File: src/sv/dts_pkg.sv
`timescale 1ns / 1ps
package dts_pkg;
   localparam int DefMaxVertices = 64;
   localparam int DefMaxEdges    = 256;

   typedef enum logic [1:0] {
      MODE_ADD   = 2'd0,
      MODE_SORT  = 2'd1,
      MODE_CLEAR = 2'd2,
      MODE_NONE  = 2'd3
   } mode_type;

   typedef enum logic [1:0] {
      ST_OK    = 2'd0,
      ST_FULL  = 2'd1,
      ST_RANGE = 2'd2
   } status_type;

   typedef struct packed {
      logic [1:0] mode;
      logic [5:0] from_vertex;
      logic [5:0] to_vertex;
   } req_type;

   typedef struct packed {
      logic [5:0] vertex;
      logic       last;
      logic [1:0] status;
   } rsp_type;
endpackage

File: src/sv/dts_out_reg.sv
`timescale 1ns / 1ps
module dts_out_reg (
   input  logic             clock,
   input  logic             reset,
   input  logic             in_valid,
   input  dts_pkg::rsp_type in_data,
   output logic             in_stall,
   output logic             out_valid,
   output dts_pkg::rsp_type out_data,
   input  logic             out_stall
);
   import dts_pkg::*;

   logic    valid_ff;
   rsp_type data_ff;

   assign in_stall  = valid_ff && out_stall;
   assign out_valid = valid_ff;
   assign out_data  = data_ff;

   always_ff @(posedge clock) begin
      if (reset) begin
         valid_ff <= 1'b0;
      end else if (!in_stall) begin
         valid_ff <= in_valid;
      end
      if (!in_stall && in_valid) begin
         data_ff <= in_data;
      end
   end

   a_hold: assert property (@(posedge clock) disable iff (reset)
      valid_ff && out_stall |=> valid_ff && $stable(data_ff))
      else $error("output register dropped a stalled transaction");
endmodule

File: config.mk
export PLATFORM = sky130hd
export DESIGN_NAME = dts_out_reg
export DESIGN_NICKNAME = d
export VERILOG_FILES = /design/src/sv/dts_pkg.sv /design/src/sv/dts_out_reg.sv
export SDC_FILE = /design/constraint.sdc
export NUM_CORES = 1
export LEC_CHECK = 0
export BUFFER_PORTS_ARGS = -buffer_cell sky130_fd_sc_hd__buf_2
export CELL_PAD_IN_SITES_DETAIL_PLACEMENT = 1
export CELL_PAD_IN_SITES_GLOBAL_PLACEMENT = 2
export CORE_AREA = 4 4 44 46
export CTS_CLUSTER_DIAMETER = 80
export CTS_CLUSTER_SIZE = 10
export DETAILED_ROUTE_END_ITERATION = 8
export DIE_AREA = 0 0 48 50
export PLACE_DENSITY = 0.74
export SETUP_SLACK_MARGIN = 0.1
export SLEW_MARGIN = 20
export SYNTH_ARGS = -nofsm -noshare
export SYNTH_HDL_FRONTEND = slang
export SYNTH_SLANG_ARGS = --single-unit
File: constraint.sdc
create_clock -name clock -period 1.6 [get_ports clock]
set_clock_uncertainty 0.2 [all_clocks]
set_input_delay 0.32 -clock clock [delete_from_list [all_inputs] [get_ports clock]]
set_output_delay 0.32 -clock clock [all_outputs]
set_load 0.005 [all_outputs]
==> key figures, run 1 <==
Drt
  – Pre-antenna DRT Iters: 2
  – Post-DRT Antenna Nets: 0
  – Vias: 235
  – DRT Wirelength: 762 um
  – Drc violations: 0
  – Iteration-0 DRC count of the detailed router: 2
  – Drt via density: 3.98
  – Wire length per cell: 12.9 um

Timing
  – Total negative setup slack: 0 ns
  – # setup viols final: 0
  – Final hold violation count: 0
  – Unrepaired setup endpoints after global routing: no
  – Slew of the pin with the lowest slew margin: 0.114 ns
  – Fmax: 727 MHz
  – Relative slew slack: 0.924
  – Fin crit period: 1.38 ns
  – Slew Limit Fails: 0
  – Final period util: 0.860

Synth
  – Synthesized instance count: 14
  – Netlist Area Pre-Place: 317 um^2
  – EDFF count, synth: 9
  – Largest area contributor in the netlist: edfxtp_1
  – Yosys top cell area share: 0.854
  – Syn_nets: 27
  – Most frequent cell after synthesis: edfxtp_1
  – Largest cells by area after synthesis: edfxtp_1 (85%), dfxtp_1 (6.3%), and2_4 (2.8%)
  – Warnings from Yosys: 0
  – Library cells used by synthesis: 6
  – Asr flop ratio synth: 0
  – Register area share after synthesis: 0.917
  – Avg Synthesized Cell Area: 22.6 um^2
  – #FFs+latches synth: 10
  – Primary FF master, synth: edfxtp_1

Layout
  – Area of the multi-input gates: 26.3 um^2
  – Share of layout cells above drive strength 1: 0.698
  – FF/Latch Area: 290 um^2
  – Area delta synth->final: 59.7%
  – Fin nets: 57
  – Ant. Diodes: 0
  – Fillers: 176
  – Final core utilization: 0.336
  – Post-route insts no fill: 59

Setup path
  – CP peak stage delay: 0.34 ns
  – Critical path launch point type: register
  – CP max-delay cell: dfxtp_1
  – Worst Path Max Fanout: 3
  – Worst setup path category: reg2out
  – CP delay by family, top: flip-flops
  – Crit path required time: 1.08 ns
  – Arrival time worst endpoint: 0.86 ns
  – CP Buf/Inv Count: 1
  – Setup crit end kind: output port
  – CP cell instances: and2_4, buf_2

Global routing
  – All-Layer GR Usage: 0.0724
  – First-pass GRT wire length: 1100 um
  – Initial antenna violation count: 0
  – Largest net degree at the start of global routing: 10
  – Grt ovf: 0
  – Number of global-route vias before repair: 265

Die
  – Die width: 48 um
  – Core area: 1510 um^2
  – # IOs: 24
  – FP Rows: 14
  – Starting Density: 0.210
  – Die Height: 50 um
  – Die ar.: 2400 um^2

CTS
  – Reg clk slew, reported paths: 0.06 ns
  – Clock buffer count from CTS: 3
  – Clock sink count: 10
  – CTS tree: done
  – PostCTS Resize Cnt: 0
  – Max Buffers Root-to-Sink: 2
  – Total number of H-tree levels: 1
  – Root Driver: clkbuf_4
  – Worst skew pair latency: 0.26 ns
  – CTS hold repair buffers: 1
  – Setup repair bufs after CTS: 0

Power
  – Combinational Power Share: 0.083
  – Leak: 0.230 nW
  – Power share of the sequential group: 0.538
  – Worst vdd ir: 0.360 mV
  – Power density over the cells: 1130 nW/um^2
  – Int Pwr: 0.000467 W
  – Sw Share: 0.180
  – Sw power: 0.000102 W
  – Clock power share: 0.379

Placed design
  – Dpl cells: 54
  – PortBufs: 23
  – Gpl congestion: 0.649

Hold path
  – Worst hold path type: in2reg

Status
  – Status: finished clean

Run
  – Max capacitance violation total: 0
## placed cells by master (no fill, tap or decap)
cell            n
buf_2          23
edfxtp_1        9
clkbuf_4        3
and2_4          1
a21oi_1         1
nor2_1          1
nor2b_2         1
clkbuf_8        1
dlygate4sd3_1   1
dfxtp_1         1
buf_4           1
## path summary, 6_finish.rpt
kind | slack (ns) | depth (start not counted) | end | startpoint
min | 0.04 | 1 | out_data[1]$_DFFE_PP_ | in_data[1]
min reg2reg | 0.31 | 2 | out_valid$_SDFFE_PP0N_ | out_valid$_SDFFE_PP0N_
max | 0.22 | 2 | in_stall | out_valid$_SDFFE_PP0N_
max reg2reg | 0.38 | 3 | out_data[7]$_DFFE_PP_ | out_valid$_SDFFE_PP0N_
## kinds of logic (layout without fill, tap and decap cells)
| group | Yosys count | in the layout | synth area share |
|---|---|---|---|
| flip-flops | 10 | 10 | 0.917 |
| AO/OA/AOI/OAI | 1 | 1 | 0.0158 |
| AND/OR/NAND/NOR | 3 | 3 | 0.0672 |
| buffers and inverters | 0 | 29 | 0 |
## cell type report
cell class / count / area share
Tap cell: 16 / 0.0396
Sequential cell: 10 / 0.574
Multi-Input combinational cell: 4 / 0.0520
Clock buffer: 4 / 0.0718
Timing Repair Buffer: 25 / 0.262
## metal layers
layer / vias to the layer above / routed length, um / GRT usage
li1: 111 / - / -
met1: 94 / 304 / 0.0757
met2: 26 / 274 / 0.0881
met3: 4 / 154 / 0.0545
met4: 0 / 28 / 0.0673
met5: - / 0 / 0
## power by group through the flow
stage                       logic, W  clock network, W  registers [W]
after floorplan           0.00000901                 0       0.000315
after global placement     0.0000456                 0       0.000312
after detailed placement   0.0000471                 0       0.000313
after CTS                  0.0000492          0.000226       0.000307
after global routing       0.0000536          0.000241       0.000308
final                      0.0000473          0.000216       0.000307
## registers in the layout, indices dropped and copies added, names as in the netlist
signal	cells
out_data	9
out_valid	1
## stage by stage
| stage | worst slack, ns | hold slack [ns] | cell area, um^2 | power (W) |
|---|---|---|---|---|
| 2_1_floorplan | 0.294 | 0.192 | 317 | 0.000324 |
| 3_3_place_gp | 0.266 | 0.276 | 459 | 0.000358 |
| 3_5_place_dp | 0.246 | 0.279 | 459 | 0.000360 |
| 4_1_cts | 0.205 | 0.0306 | 505 | 0.000583 |
| 5_1_grt | 0.164 | 0.0182 | 505 | 0.000603 |
| 6_report | 0.225 | 0.0391 | 505 | 0.000570 |
Power figures use the tool's default switching activity.
==> inputs of run 2 (changes only) <==
--- a/config.mk
+++ b/config.mk
@@ -10,11 +10,10 @@
 export CELL_PAD_IN_SITES_GLOBAL_PLACEMENT = 2
 export CORE_AREA = 4 4 44 46
 export CTS_CLUSTER_DIAMETER = 80
-export CTS_CLUSTER_SIZE = 10
 export DETAILED_ROUTE_END_ITERATION = 8
 export DIE_AREA = 0 0 48 50
 export PLACE_DENSITY = 0.74
-export SETUP_SLACK_MARGIN = 0.1
+export SETUP_SLACK_MARGIN = 0.5
 export SLEW_MARGIN = 20
 export SYNTH_ARGS = -nofsm -noshare
 export SYNTH_HDL_FRONTEND = slang
==> run 2 against run 1 <==
Count of clock-buffer cells in the layout fell by 1; sequential share of layout area fell by 1.6 points; clock power fell by 21%; critical endpoint unchanged; largest cell class unchanged; highest routed layer unchanged.
==> key figures, run 2 (synthesized netlist as in run 1, its figures left out) <==
Layout
  – Fin nets: 58 (was 57)
  – Area delta synth->final: 64.8% (was 59.7%)
  – Commonest non-fill, non-tap cell in the layout: buf_2 (unchanged)
  – Most frequent cells in the layout: buf_2 (22), edfxtp_1 (9), clkbuf_4 (3) (was buf_2 (23), edfxtp_1 (9), clkbuf_4 (3))
  – Share of layout cells above drive strength 1: 0.705 (was 0.698)
  – Max reg flops: 9 (unchanged)
  – Final Cell Area: 522 um^2 (was 505 um^2)
  – Ant. Diodes: 0 (unchanged)

Die
  – Die width: 48 um (unchanged)
  – FP Rows: 14 (unchanged)
  – Die ar.: 2400 um^2 (unchanged)
  – Die Height: 50 um (unchanged)
  – Core area: 1510 um^2 (unchanged)
  – Starting Density: 0.210 (unchanged)
  – # IOs: 24 (unchanged)

Setup path
  – Worst path depth: 2 (unchanged)
  – CP delay by family, top: flip-flops (unchanged)
  – Arrival time worst endpoint: 0.82 ns (was 0.86 ns)
  – CP peak stage delay: 0.32 ns (was 0.34 ns)
  – Worst Setup SP: out_valid$_SDFFE_PP0N_ (unchanged)
  – Crit path required time: 1.08 ns (about the same)
  – Reg-to-reg critical path endpoint: out_data[5]$_DFFE_PP_ (was out_data[7]$_DFFE_PP_)
  – CP Buf/Inv Count: 1 (unchanged)
  – CP cell instances: and2_4, buf_6 (was and2_4, buf_2)
  – Worst R2R Setup Slack: 0.32 ns (was 0.38 ns)
  – Critical R2R Launch: out_valid$_SDFFE_PP0N_ (unchanged)
  – CP max-delay cell: dfxtp_2 (was dfxtp_1)
  – Setup crit end kind: output port (unchanged)
  – Worst Path Max Fanout: 3 (unchanged)
  – Critical path launch point type: register (unchanged)
  – Worst reg-to-reg path cell count: 3 (unchanged)
  – Setup crit end: in_stall (unchanged)
  – Worst setup path category: reg2out (unchanged)

Status
  – Status: finished clean (unchanged)

Timing
  – Final period util: 0.840 (was 0.860)
  – Slew Limit Fails: 0 (unchanged)
  – Fin crit period: 1.34 ns (was 1.38 ns)
  – Slew of the pin with the lowest slew margin: 0.163 ns (was 0.114 ns)
  – Relative slew slack: 0.891 (was 0.924)
  – # setup viols final: 0 (unchanged)
  – Final hold violation count: 0 (unchanged)
  – Min setup slack post-route: 0.257 ns (was 0.225 ns)
  – Fmax: 744 MHz (was 727 MHz)
  – Total negative setup slack: 0 ns (unchanged)
  – Unrepaired setup endpoints after global routing: yes (was no)

Global routing
  – Largest net degree at the start of global routing: 7 (was 10)
  – Grt ovf: 0 (unchanged)
  – All-Layer GR Usage: 0.0697 (was 0.0724)
  – First-pass GRT wire length: 1050 um (was 1100 um)
  – Initial antenna violation count: 0 (unchanged)
  – Number of global-route vias before repair: 246 (was 265)

CTS
  – Clock sink count: 10 (unchanged)
  – Root Driver: clkbuf_4 (unchanged)
  – Clock buffer count from CTS: 3 (unchanged)
  – Max Buffers Root-to-Sink: 2 (unchanged)
  – Reg clk slew, reported paths: 0.06 ns (about the same)
  – CTS tree: done (unchanged)
  – Total number of H-tree levels: 1 (unchanged)
  – Worst skew pair latency: 0.25 ns (was 0.26 ns)

Power
  – Worst vdd ir: 0.379 mV (was 0.360 mV)
  – Power density over the cells: 1020 nW/um^2 (was 1130 nW/um^2)
  – Leak: 0.238 nW (was 0.230 nW)
  – Pwr Total: 0.000531 W (was 0.000570 W)

Placed design
  – Pre-CTS WS: 0.236 ns (was 0.246 ns)
  – Post-Place Cell Area: 457 um^2 (was 459 um^2)
  – PortBufs: 23 (unchanged)
  – Gpl congestion: 0.598 (was 0.649)

Run
  – Max capacitance violation total: 0 (unchanged)

Drt
  – Drc violations: 0 (unchanged)
  – Post-DRT Antenna Nets: 0 (unchanged)
  – DRT Wirelength: 752 um (was 762 um)
  – Pre-antenna DRT Iters: 1 (was 2)
  – Vias: 234 (was 235)
  – Drt via density: 3.90 (was 3.98)
  – Wire length per cell: 12.5 um (was 12.9 um)
  – Iteration-0 DRC count of the detailed router: 0 (was 2)

Hold path
  – Worst hold path type: in2reg (unchanged)
## run 2: stage by stage
stage / cells / hold slack [ns] / util
after floorplan: 14 / 0.192 / -
after global placement: 53 / 0.275 / 0.303
after detailed placement: 53 / 0.280 / 0.303
after CTS: 60 / 0.0224 / 0.342
after global routing: 60 / 0.0219 / 0.346
final: 60 / 0.0309 / 0.346
## run 2: final cells by class
type / instances / area, um^2
clock inverters: 1 / 3.75
multi-input cells: 5 / 45.0
flip-flops and latches: 10 / 292
fillers: 171 / 985
clock buffers: 3 / 22.5
well taps: 16 / 20.0
repair buffers: 25 / 139
## run 2: metal layers
layer  up-vias  track usage  part of all wire  routed length [um]
met3         4       0.0436              0.23                 176
met5         -            0                 0                   0
met2        25       0.0771              0.34                 259
li1        112            -                 -                   -
met4         0       0.0673             0.041                  31
met1        93       0.0850              0.38                 284
## run 2: how the worst min path moves through the flow
stage,from,endpoint,slack [ns],cells after the start
after floorplan,reset,out_valid$_SDFFE_PP0N_,0.19,1
after global placement,reset,out_valid$_SDFFE_PP0N_,0.28,2
after detailed placement,reset,out_valid$_SDFFE_PP0N_,0.28,2
after CTS,in_data[6],out_data[6]$_DFFE_PP_,0.02,1
after global routing,in_data[6],out_data[6]$_DFFE_PP_,0.02,1
final,in_data[6],out_data[6]$_DFFE_PP_,0.03,1
## run 2: what timing repair did
action | in CTS | in global routing
resized for setup | 2 | 1
hold endpoints to repair | 1 | 0
setup buffers | 1 | 0
endpoints found under the setup margin | 20 | 20
gates cloned | 1 | 0
hold buffers | 1 | 0
## run 2: power by group
part | internal, W | switching (W)
logic | 0.0000312 | 0.0000222
registers | 0.000303 | 0.00000378
clock network | 0.0000898 | 0.0000809
==> inputs of run 3 (changes only) <==
--- a/config.mk
+++ b/config.mk
@@ -5,6 +5,7 @@
 export SDC_FILE = /design/constraint.sdc
 export NUM_CORES = 1
 export LEC_CHECK = 0
+export ABC_AREA = 1
 export BUFFER_PORTS_ARGS = -buffer_cell sky130_fd_sc_hd__buf_2
 export CELL_PAD_IN_SITES_DETAIL_PLACEMENT = 1
 export CELL_PAD_IN_SITES_GLOBAL_PLACEMENT = 2
@@ -12,7 +13,7 @@
 export CTS_CLUSTER_DIAMETER = 80
 export DETAILED_ROUTE_END_ITERATION = 8
 export DIE_AREA = 0 0 48 50
-export PLACE_DENSITY = 0.74
+export PLACE_DENSITY = 0.75
 export SETUP_SLACK_MARGIN = 0.5
 export SLEW_MARGIN = 20
 export SYNTH_ARGS = -nofsm -noshare
==> constraint.sdc (replaced) <==
create_clock -name clock -period 1.3 [get_ports clock]
set_clock_uncertainty 0.2 [all_clocks]
set_input_delay 0.26 -clock clock [delete_from_list [all_inputs] [get_ports clock]]
set_output_delay 0.26 -clock clock [all_outputs]
set_load 0.005 [all_outputs]
==> run 3 against run 2 <==
Sequential power is 23% higher; synthesized cell count is 7.1% higher; critical path depth is 1 higher; the flow now finishes with violations (negative hold slack); clock power is 25% higher; critical path type unchanged; highest routed layer unchanged; sequential cell count stayed put; core utilization is 0.17 points lower; via count is 2.1% higher; die area stayed put; sequential share of layout area is 0.27 points higher; global-route usage is 0.28 points lower.
==> key figures, run 3 <==
Status
  – Status: finished with violations (was finished clean)
  – Failing checks: negative hold slack

CTS
  – Reg clk slew, reported paths: 0.05 ns (was 0.06 ns)
  – Max Buffers Root-to-Sink: 2 (unchanged)
  – Worst skew pair latency: 0.25 ns (about the same)
  – Clock sink count: 10 (unchanged)
  – Clock buffer count from CTS: 3 (unchanged)
  – Root Driver: clkbuf_4 (unchanged)
  – Total number of H-tree levels: 1 (unchanged)
  – CTS tree: done (unchanged)

Global routing
  – Number of global-route vias before repair: 229 (was 246)
  – Grt ovf: 0 (unchanged)
  – Initial antenna violation count: 0 (unchanged)
  – Largest net degree at the start of global routing: 7 (unchanged)
  – First-pass GRT wire length: 979 um (was 1050 um)
  – All-Layer GR Usage: 0.0669 (was 0.0697)

Setup path
  – Worst setup path category: reg2out (unchanged)
  – Crit path required time: 0.84 ns (was 1.08 ns)
  – Worst Path Max Fanout: 2 (was 3)
  – Critical path launch point type: register (unchanged)
  – CP cell instances: nand2_2, inv_2, buf_6 (was and2_4, buf_6)
  – Arrival time worst endpoint: 0.79 ns (was 0.82 ns)
  – CP peak stage delay: 0.33 ns (was 0.32 ns)
  – CP max-delay cell: dfxtp_2 (unchanged)
  – Setup crit end kind: output port (unchanged)

Drt
  – Vias: 239 (was 234)
  – Drt via density: 3.92 (was 3.90)
  – Pre-antenna DRT Iters: 3 (was 1)
  – Wire length per cell: 12.5 um (about the same)
  – Drc violations: 0 (unchanged)
  – Iteration-0 DRC count of the detailed router: 1 (was 0)
  – DRT Wirelength: 763 um (was 752 um)
  – Post-DRT Antenna Nets: 0 (unchanged)

Synth
  – Library cells used by synthesis: 7 (was 6)
  – Avg Synthesized Cell Area: 21.3 um^2 (was 22.6 um^2)
  – Largest cells by area after synthesis: edfxtp_1 (85%), dfxtp_1 (6.3%), a21oi_2 (2.7%) (was edfxtp_1 (85%), dfxtp_1 (6.3%), and2_4 (2.8%))
  – Warnings from Yosys: 0 (unchanged)
  – Netlist Area Pre-Place: 319 um^2 (was 317 um^2)
  – Register area share after synthesis: 0.910 (was 0.917)
  – Synthesized instance count: 15 (was 14)
  – EDFF count, synth: 9 (unchanged)
  – Yosys top cell area share: 0.847 (was 0.854)
  – Syn_nets: 28 (was 27)
  – Largest area contributor in the netlist: edfxtp_1 (unchanged)
  – #FFs+latches synth: 10 (unchanged)
  – Asr flop ratio synth: 0 (unchanged)
  – Primary FF master, synth: edfxtp_1 (unchanged)
  – Most frequent cell after synthesis: edfxtp_1 (unchanged)

Die
  – FP Rows: 14 (unchanged)
  – Starting Density: 0.212 (was 0.210)
  – Core area: 1510 um^2 (unchanged)
  – Die Height: 50 um (unchanged)
  – Die width: 48 um (unchanged)
  – # IOs: 24 (unchanged)
  – Die ar.: 2400 um^2 (unchanged)

Layout
  – Max reg flops: 9 (unchanged)
  – Area of the multi-input gates: 37.5 um^2 (was 45.0 um^2)
  – Area delta synth->final: 62.7% (was 64.8%)
  – Fillers: 180 (was 171)
  – Post-route insts no fill: 61 (was 60)
  – FF/Latch Area: 292 um^2 (unchanged)
  – Most frequent cells in the layout: buf_2 (22), edfxtp_1 (9), clkbuf_4 (3) (unchanged)
  – Share of layout cells above drive strength 1: 0.756 (was 0.705)
  – Ant. Diodes: 0 (unchanged)
  – Commonest non-fill, non-tap cell in the layout: buf_2 (unchanged)
  – Fin nets: 59 (was 58)

Placed design
  – Pre-CTS WS: 0.0527 ns (was 0.236 ns)
  – PortBufs: 23 (unchanged)
  – Dpl cells: 54 (was 53)
  – Gpl congestion: 0.599 (was 0.598)

Timing
  – Unrepaired setup endpoints after global routing: yes (unchanged)
  – Hold WS: -0.0457 ns (was 0.0309 ns)
  – Final period util: 0.964
  – # setup viols final: 0 (unchanged)
  – Fin crit period: 1.25 ns
  – Min setup slack post-route: 0.0472 ns (was 0.257 ns)
  – Relative slew slack: 0.850 (was 0.891)
  – Total negative setup slack: 0 ns (unchanged)
  – Final hold violation count: 10 (was 0)
  – Slew Limit Fails: 0 (unchanged)
  – Fmax: 798 MHz
  – Slew of the pin with the lowest slew margin: 0.224 ns (was 0.163 ns)

Power
  – Pwr Total: 0.000656 W (was 0.000531 W)
  – Leak: 0.235 nW (was 0.238 nW)
  – Worst vdd ir: 0.491 mV (was 0.379 mV)
  – Power density over the cells: 1260 nW/um^2 (was 1020 nW/um^2)

Hold path
  – Worst hold path type: in2reg (unchanged)

Run
  – Max capacitance violation total: 0 (unchanged)
run 3: changes by cell type after synthesis:
cell and delta:
a21oi_1 -1, a21oi_2 +1, and2_4 -1, inv_1 +1, inv_2 +1, nand2_2 +1, nor2_1 -1, nor2_2 +1
nor2b_2 -1
run 3: cell type report:
cell class / count / area share
Timing Repair Buffer: 25 / 0.263
Clock buffer: 4 / 0.0506
Sequential cell: 10 / 0.561
Inverter: 2 / 0.0145
Multi-Input combinational cell: 4 / 0.0723
Tap cell: 16 / 0.0386
run 3: logic make-up (layout without fill, tap and decap cells):
group,Yosys count,count (layout),share of synthesized area
and+or+nand+nor,2,3,0.0392
DFF,10,10,0.910
AOI/OAI and AO/OA,1,1,0.0275
buffers and inverters,2,31,0.0235
run 3: critical path: cells and delay by family, from the launching register on:
kind / cells / cell delay, ns
flip-flops: 1 / 0.33
buffers and inverters: 2 / 0.16
AND/OR/NAND/NOR: 1 / 0.06
run 3: metal layers:
layer / vias to the layer above / global-route usage / part of all wire
met1: 99 / 0.0783 / 0.39
li1: 115 / - / -
met5: - / 0 / 0
met4: 0 / 0.0673 / 0.028
met2: 23 / 0.0749 / 0.39
met3: 2 / 0.0436 / 0.19
run 3: final timing paths:
kind	start	endpoint	slack, ns	cells past startpoint
max	out_valid$_SDFFE_PP0N_	in_stall	0.05	3
min	reset	out_valid$_SDFFE_PP0N_	-0.05	2
max reg2reg	out_valid$_SDFFE_PP0N_	out_data[8]$_DFFE_PP_	0.06	4
min reg2reg	out_valid$_SDFFE_PP0N_	out_valid$_SDFFE_PP0N_	0.36	3
run 3: timing repair:
action | in CTS | in global routing
buffers inserted | 2 | 0
pin swaps | 3 | 2
endpoints found under the setup margin | 20 | 21
gates cloned | 1 | 0
gates resized for setup | 1 | 1
hold endpoints to repair | 10 | 10
run 3: metrics by stage:
stage               hold slack, ns  cell area, um^2   util
finish                     -0.0457              519  0.345
floorplan                    0.115              325      -
CTS                        -0.0552              513  0.341
detailed placement           0.221              460  0.306
global placement             0.216              460  0.306
global route               -0.0579              519  0.345
run 3: power breakdown:
part           total (W)  switching, W  internal, W
registers       0.000377    0.00000468     0.000373
clock network   0.000213     0.0000954     0.000118
logic          0.0000655     0.0000303    0.0000352
total           0.000656      0.000130     0.000526
